==> src/rtl/yci_pkg.sv <==
package yci_pkg;

    localparam int YEARS_W  = 23;
    localparam int RATE_W   = 26;
    localparam int DISC_W   = 32;
    localparam int STATUS_W = 3;
    localparam int MODE_W   = 2;

    localparam logic [39:0] LN2_Q40 = 40'hB17217F7D1;
    localparam logic signed [RATE_W-1:0] MINUS_ONE_Q24 = -26'sd16777216;
    localparam logic [3:0] TAYLOR_LAST = 4'd14;

    typedef enum logic [MODE_W-1:0] {
        MODE_CLEAR = 2'd0,
        MODE_ADD   = 2'd1,
        MODE_QUERY = 2'd2,
        MODE_NOP   = 2'd3
    } t_mode;

    typedef enum logic [STATUS_W-1:0] {
        ST_OK           = 3'd0,
        ST_BAD_MATURITY = 3'd1,
        ST_BAD_RATE     = 3'd2,
        ST_DUPLICATE    = 3'd3,
        ST_FULL         = 3'd4,
        ST_EMPTY        = 3'd5
    } t_status;

    typedef enum logic [3:0] {
        S_IDLE,
        S_IMUL,
        S_IPREP,
        S_IDIV,
        S_ZR,
        S_AMUL,
        S_RPREP,
        S_RED,
        S_RFIN,
        S_TMUL,
        S_TDIV,
        S_FIN
    } t_state;

    typedef struct packed {
        logic valid;
        logic ins;
    } t_cell_ctl;

    typedef struct packed {
        logic lt;
        logic hit;
        logic first;
    } t_cell_stat;

endpackage

==> src/rtl/yci_cell.sv <==
module yci_cell (
    input  logic                                 i_clk,
    input  yci_pkg::t_cell_ctl                   i_ctl,
    input  logic                                 i_left_lt,
    input  logic [yci_pkg::YEARS_W-1:0]          i_key,
    input  logic signed [yci_pkg::RATE_W-1:0]    i_rate_new,
    input  logic [yci_pkg::YEARS_W-1:0]          i_left_year,
    input  logic signed [yci_pkg::RATE_W-1:0]    i_left_rate,
    output logic [yci_pkg::YEARS_W-1:0]          o_year,
    output logic signed [yci_pkg::RATE_W-1:0]    o_rate,
    output yci_pkg::t_cell_stat                  o_stat
);
    import yci_pkg::*;

    logic [YEARS_W-1:0]        r_year;
    logic signed [RATE_W-1:0]  r_rate;
    logic                      lt_own;

    assign lt_own = i_ctl.valid && (r_year < i_key);

    always_ff @(posedge i_clk) begin
        if (i_ctl.ins) begin
            if (!lt_own && i_left_lt) begin
                r_year <= i_key;
                r_rate <= i_rate_new;
            end else if (!i_left_lt) begin
                r_year <= i_left_year;
                r_rate <= i_left_rate;
            end
        end
    end

    assign o_year       = r_year;
    assign o_rate       = r_rate;
    assign o_stat.lt    = lt_own;
    assign o_stat.hit   = i_ctl.valid && (r_year == i_key);
    assign o_stat.first = i_ctl.valid && !lt_own && i_left_lt;

endmodule

==> config.mk <==
export PLATFORM = sky130hd
export DESIGN_NAME = yci_cell
export DESIGN_NICKNAME = d
export VERILOG_FILES = /design/src/rtl/yci_pkg.sv /design/src/rtl/yci_cell.sv
export SDC_FILE = /design/constraint.sdc
export NUM_CORES = 1
export LEC_CHECK = 0
export ABC_CLOCK_PERIOD_IN_PS = 10720
export BUFFER_PORTS_ARGS = -buffer_cell sky130_fd_sc_hd__clkbuf_2
export CORE_MARGIN = 2
export CORE_UTILIZATION = 45
export CTS_BUF_LIST = sky130_fd_sc_hd__clkbuf_2 sky130_fd_sc_hd__clkbuf_4 sky130_fd_sc_hd__clkbuf_8
export CTS_CLUSTER_SIZE = 8
export DETAILED_ROUTE_END_ITERATION = 12
export GPL_TIMING_DRIVEN = 0
export PLACE_DENSITY = 0.74
export SLEW_MARGIN = 20
export SYNTH_ARGS = -nofsm -noshare
export SYNTH_HDL_FRONTEND = slang
export SYNTH_SLANG_ARGS = --single-unit
==> constraint.sdc <==
create_clock -name i_clk -period 10.72 [get_ports i_clk]
set_input_delay 0.536 -clock i_clk [delete_from_list [all_inputs] [get_ports i_clk]]
set_output_delay 0.536 -clock i_clk [all_outputs]
set_load 0.02 [all_outputs]
==> out/qor.yml, run 1 <==
outcome: "completed"
leakagePower_nw: 2.32
ys_ff_latch: 49
final_antenna_net_count: 0
power.density_nw_per_um2: 111
path_clk_slew_ns: 0.11
maxCapViolCount: 0
drt_wl_total_um: 11300
gp_congestion: 0.803
start_util: 0.456
dp.cells: 685
yosysTopAreaCellShare: 0.354
diodes: 0
grt_max_degree: 19
dp_hpwl_um: 8830
cp_max_fo: 10
final_nets: 706
synth_edf_count: 49
worstSetupPathType: "flip-flop to output pin"
preCtsSetupSlack_ns: 7.09
synth.distinct_cells: 32
cts.sinks: 49
slew_headroom: 0.448
register_area_um2: 1470
rows: 35
cp_slowest_stage_delay_ns: 0.68
hold_violations: 0
synthFlopType: "edfxtp_1"
fin_skew_ns: 0.0132
antenna_found_initial: 0
die_w_um: 100
synth_area_leader_cell: "edfxtp_1"
drt_iter0_markers: 114
overflow: 0
nFillCells: 849
crit_chain: "ha_1 -> nand4_1 -> a211oi_1 -> nor3_1 -> clkbuf_1 -> o211ai_1 -> and3_1 -> clkbuf_2"
synth_nets: 545
cp-start-kind: "flip-flop"
areaGrowthSynthToFinish_pct: 25.5
cts_resized: 0
arrival_ns: 2.97
tritoncts: "yes"
min_period_over_period: 0.327
synth-seq-area-share: 0.354
required_ns: 10.18
synth_most_common_cell: "nand2_1"
root_buffer: "clkbuf_8"
end_kind: "output pin"
postCtsSetupRepairBufs: 0
cp.buffers_inverters: 2
grt_pass1_vias: 3796
dieArea_um2: 10000
timing.final.ws_setup_ns: 7.22
ctsHtreeMaxLevel: 2
yosys_warnings: 0
numPortBuffers: 152
synth_area_um2: 4150
finalSetupTns_ns: 0
hold_path.class: "primary input to flip-flop"
ios: 154
die_h_um: 100
via_per_inst: 5.53
period_needed_ns: 3.50
final_cells: 693
cpMaxStageDelayCell: "nor3_1"
max_freq_mhz: 285
avgRoutedWirePerCell_um: 16.4
cts_made_buffers: 5
drcViolationCount: 0
cts_buffer_depth: 2
worstMarginPinSlew_ns: 0.822
hold_path_startpoint: "i_left_rate[3]"
maxSlewViolCount: 0
setup_viol: 0
max-vdd-ir-drop_uv: 51.7
r2r-start: "o_year[22]"
vias: 3833
cts_hold_buf: 0
ys_async_sr_fraction: 0
synth_area_per_cell_um2: 9.89
drive_gt1_frac: 0.383
rsz0062_at_grt: "false"
grt_pass1_wl_um: 18000
setup.worst_path.start: "o_year[22]"
multi_input_area_um2: 2380
grt_usage: 0.224
drtPass1Iterations: 4
crit_family: "simple AND/OR/NAND/NOR gates"
synthTopCellsByArea: "edfxtp_1 35%, o211ai_2 15%, o2111ai_1 10%, and2_1 7.4%, nand2b_1 7.4%"
core_area_um2: 9110
synth_cells: 420
clock_latency_ns: 0.31
worst register-to-register path, delay by kind of cell (launching register included):
| kind | cells | cell delay [ns] |
|---|---|---|
| AO/OA/AOI/OAI | 2 | 0.92 |
| adder cells (fa/ha/maj) | 1 | 0.36 |
| buffers and inverters | 3 | 0.55 |
| flip-flops | 1 | 0.43 |
| AND/OR/NAND/NOR | 3 | 0.81 |
logic make-up after synthesis:
logic type,after synthesis,synth area share
AO/OA/AOI/OAI,116,0.287
adder cells (fa/ha/maj),23,0.0693
buffers and inverters,69,0.0744
flip-flops,49,0.354
AND/OR/NAND/NOR,163,0.215
final cells by class:
type | instances | area share
repair buffers | 154 | 0.157
multi-input cells | 302 | 0.457
clock inverters | 2 | 0.00288
well taps | 111 | 0.0267
flip-flops and latches | 49 | 0.282
clock buffers | 6 | 0.0146
plain buffers | 43 | 0.0406
inverters | 26 | 0.0187
per-layer routing:
layer  track usage  share of wire
met4        0.0580         0.0097
met2         0.406           0.52
met3        0.0341          0.054
met5             0              0
met1         0.279           0.41
stage by stage:
stage | hold WS (ns) | util | area, µm² | power [mW]
floorplan | 0.739 | - | 4150 | 0.391
global placement | 0.834 | 0.555 | 5050 | 0.457
detailed placement | 0.844 | 0.562 | 5120 | 0.467
CTS | 0.506 | 0.572 | 5210 | 0.585
global route | 0.516 | 0.572 | 5210 | 0.612
finish | 0.515 | 0.572 | 5210 | 0.580
worst paths after layout:
path                              endpoint  slack, ns  depth (start not counted)
worst max-delay path             o_stat[0]       7.22                          8
worst min-delay path             o_rate[3]       0.51                          3
worst max register to register  o_rate[12]       7.35                          9
worst min register to register   o_rate[6]       1.31                          6
where the power goes:
group          leakage, nW  total, mW  switching, mW  internal [mW]
Sequential           0.476      0.246        0.00844          0.237
Clock               0.0408      0.119         0.0701         0.0488
Combinational         1.81      0.216          0.131         0.0848
cells in the final DEF, fill, tap and decap left out, drive strengths merged:
master / n
clkbuf: 193
nand2: 50
and2: 50
o211ai: 50
o2111ai: 49
nand2b: 49
edfxtp: 49
inv: 26
ha: 23
buf: 10
nand4: 5
a21oi: 4
a211oi: 3
a21o: 3
nand3: 2
nor2: 2
clkinvlp: 2
nor3: 2
o21ai: 2
nand3b: 1
a2111oi: 1
a221o: 1
a22oi: 1
o2111a: 1
and3: 1
a21boi: 1
nor4: 1
flip-flops by register name, summed over array words and instances (netlist names):
name,count
o_rate,26
o_year,23
Power figures use the tool's default switching activity.
==> inputs of run 2 (changes only) <==
--- a/config.mk
+++ b/config.mk
@@ -5,7 +5,8 @@
 export SDC_FILE = /design/constraint.sdc
 export NUM_CORES = 1
 export LEC_CHECK = 0
-export ABC_CLOCK_PERIOD_IN_PS = 10720
+export ABC_AREA = 1
+export ABC_CLOCK_PERIOD_IN_PS = 3400
 export BUFFER_PORTS_ARGS = -buffer_cell sky130_fd_sc_hd__clkbuf_2
 export CORE_MARGIN = 2
 export CORE_UTILIZATION = 45
@@ -13,7 +14,7 @@
 export CTS_CLUSTER_SIZE = 8
 export DETAILED_ROUTE_END_ITERATION = 12
 export GPL_TIMING_DRIVEN = 0
-export PLACE_DENSITY = 0.74
+export PLACE_DENSITY = 0.8
 export SLEW_MARGIN = 20
 export SYNTH_ARGS = -nofsm -noshare
 export SYNTH_HDL_FRONTEND = slang
==> constraint.sdc (replaced) <==
create_clock -name i_clk -period 3.4 [get_ports i_clk]
set_input_delay 0.17 -clock i_clk [delete_from_list [all_inputs] [get_ports i_clk]]
set_output_delay 0.17 -clock i_clk [all_outputs]
set_load 0.02 [all_outputs]
==> out/qor.yml, run 2 <==
max_freq_mhz: 376
maxCapViolCount: 0
drt_iter0_markers: 84
drt_wl_total_um: 7530
hold_path.class: "primary input to flip-flop"
maxSlewViolCount: 0
yosysTopAreaCellShare: 0.513
worstMarginPinSlew_ns: 0.651
cpMaxStageDelayCell: "o21a_2"
timing.final.ws_setup_ns: 0.743
power_mw: 1.55
p_sw_frac: 0.319
fin_skew_ns: 0.0107
max-vdd-ir-drop_uv: 247
cts.sinks: 49
synth.distinct_cells: 19
grt_usage: 0.226
cts_made_buffers: 5
crit_family: "simple AND/OR/NAND/NOR gates"
tritoncts: "yes"
final_antenna_net_count: 0
whs_ns: 0.123
ys_ff_latch: 49
dpl-instance-area_um2: 3750
outcome: "completed"
via_per_inst: 4.85
synth_most_common_cell: "nand2_1"
nFillCells: 571
areaGrowthSynthToFinish_pct: 33.6
synthTopCellsByArea: "edfxtp_1 51%, nand2_1 18%, ha_1 10%, nand3_1 8.9%, inv_1 4.8%"
numPortBuffers: 152
synth_area_leader_cell: "edfxtp_1"
cp.buffers_inverters: 1
synth-seq-area-share: 0.513
ys_async_sr_fraction: 0
cp_slowest_stage_delay_ns: 0.58
synth_nets: 460
seq_power_share: 0.492
antenna_found_initial: 0
cts_resized: 0
p_int_mw: 1.06
setup_viol: 0
power.density_nw_per_um2: 405
period_needed_ns: 2.66
grt_max_degree: 26
crit_chain: "ha_1 -> nand2_1 -> nor2_2 -> nand2_1 -> nor2_1 -> nand2_1 -> nand4_2 -> o21a_2 -> buf_12"
clock_latency_ns: 0.30
cp-start-kind: "flip-flop"
largest_register_ffs: 26
leakagePower_nw: 2.15
pwr-share-comb: 0.284
drtPass1Iterations: 4
rsz0062_at_grt: "false"
hold_violations: 0
ios: 154
cts_hold_buf: 0
core_area_um2: 6240
avgRoutedWirePerCell_um: 13.1
fin_area_um2: 3830
fin_util: 0.614
synth_area_per_cell_um2: 8.57
yosys-top-cells-count: "137 x nand2_1, 51 x nand3_1, 49 x edfxtp_1"
path_clk_slew_ns: 0.10
vias: 2778
synth_area_um2: 2870
cts_buffer_depth: 2
drcViolationCount: 0
rows: 29
worstSetupPathType: "flip-flop to flip-flop"
cp_max_fo: 25
register_area_um2: 1470
clkPwrFrac: 0.225
end_kind: "flip-flop"
synth_cells: 335
start_util: 0.460
drive_gt1_frac: 0.357
synth_edf_count: 49
final_nets: 620
arrival_ns: 2.66
dieArea_um2: 7030
die_w_um: 83.9
die_h_um: 83.9
min_period_over_period: 0.781
diodes: 0
required_ns: 3.41
layout_common_cells: "152 x clkbuf_2, 137 x nand2_1, 51 x nand3_1, 49 x edfxtp_1, 37 x inv_1"
preCtsSetupSlack_ns: 0.733
crit_top_cell: "nand2_1"
mostFrequentLayoutCell: "clkbuf_2"
gp_congestion: 0.840
dp_hpwl_um: 6040
grt_pass1_wl_um: 12900
switchingPower_uw: 495
synthFlopType: "edfxtp_1"
grt_pass1_vias: 2877
postCtsSetupRepairBufs: 0
overflow: 0
multi_input_area_um2: 1170
slew_headroom: 0.566
ctsHtreeMaxLevel: 2
yosys_warnings: 0
root_buffer: "clkbuf_8"
-- run 2: final cells by class --
| class | instances | share of cell area |
|---|---|---|
| tap | 77 | 0.0251 |
| clock inverter | 2 | 0.00261 |
| buffer | 17 | 0.0232 |
| sequential | 49 | 0.384 |
| inverter | 38 | 0.0372 |
| clock buffer | 6 | 0.0199 |
| timing repair buffer | 153 | 0.204 |
| multi-input combinational | 231 | 0.305 |
-- run 2: cell families after synthesis --
group	Yosys count	share of synthesized area
and+or+nand+nor	198	0.287
AOI/OAI and AO/OA	10	0.0196
adders and majority gates	23	0.100
buffers and inverters	55	0.0806
DFF	49	0.513
-- run 2: power groups by stage --
stage               Clock, mW  Combinational (mW)  Sequential, mW
floorplan                   0               0.196           0.848
CTS                     0.360               0.446           0.765
global route            0.380               0.496           0.772
detailed placement          0               0.443           0.779
global placement            0               0.423           0.777
finish                  0.349               0.440           0.764
-- run 2: worst register-to-register path, cell delays in order, from the launching register on --
cell	delay (ns)
edfxtp_1	0.41
ha_1	0.31
nand2_1	0.08
nor2_2	0.12
nand2_1	0.10
nor2_1	0.17
nand2_1	0.10
nand4_2	0.19
o21a_2	0.59
buf_12	0.27
-- run 2: routing by layer --
metal | up-vias | routed length, µm | GRT usage
met5 | - | 0 | 0
met4 | 0 | 102 | 0.0587
met3 | 8 | 468 | 0.0425
met2 | 91 | 4010 | 0.424
met1 | 1268 | 2950 | 0.264
li1 | 1411 | - | -
-- run 2: final timing paths --
| path | start | depth (start not counted) | slack [ns] | end |
|---|---|---|---|---|
| worst max-delay path | o_year[22] | 9 | 0.74 | o_year[20] |
| worst min-delay path | i_left_year[1] | 3 | 0.12 | o_year[1] |
| worst max register to register | o_year[22] | 9 | 0.74 | o_year[20] |
| worst min register to register | o_year[22] | 8 | 1.36 | o_rate[9] |
-- run 2: stage by stage --
| stage | setup TNS [ns] | cells |
|---|---|---|
| 2_1_floorplan | 0 | 335 |
| 3_3_place_gp | -5.01 | 564 |
| 3_5_place_dp | 0 | 565 |
| 4_1_cts | 0 | 573 |
| 5_1_grt | 0 | 573 |
| 6_report | 0 | 573 |
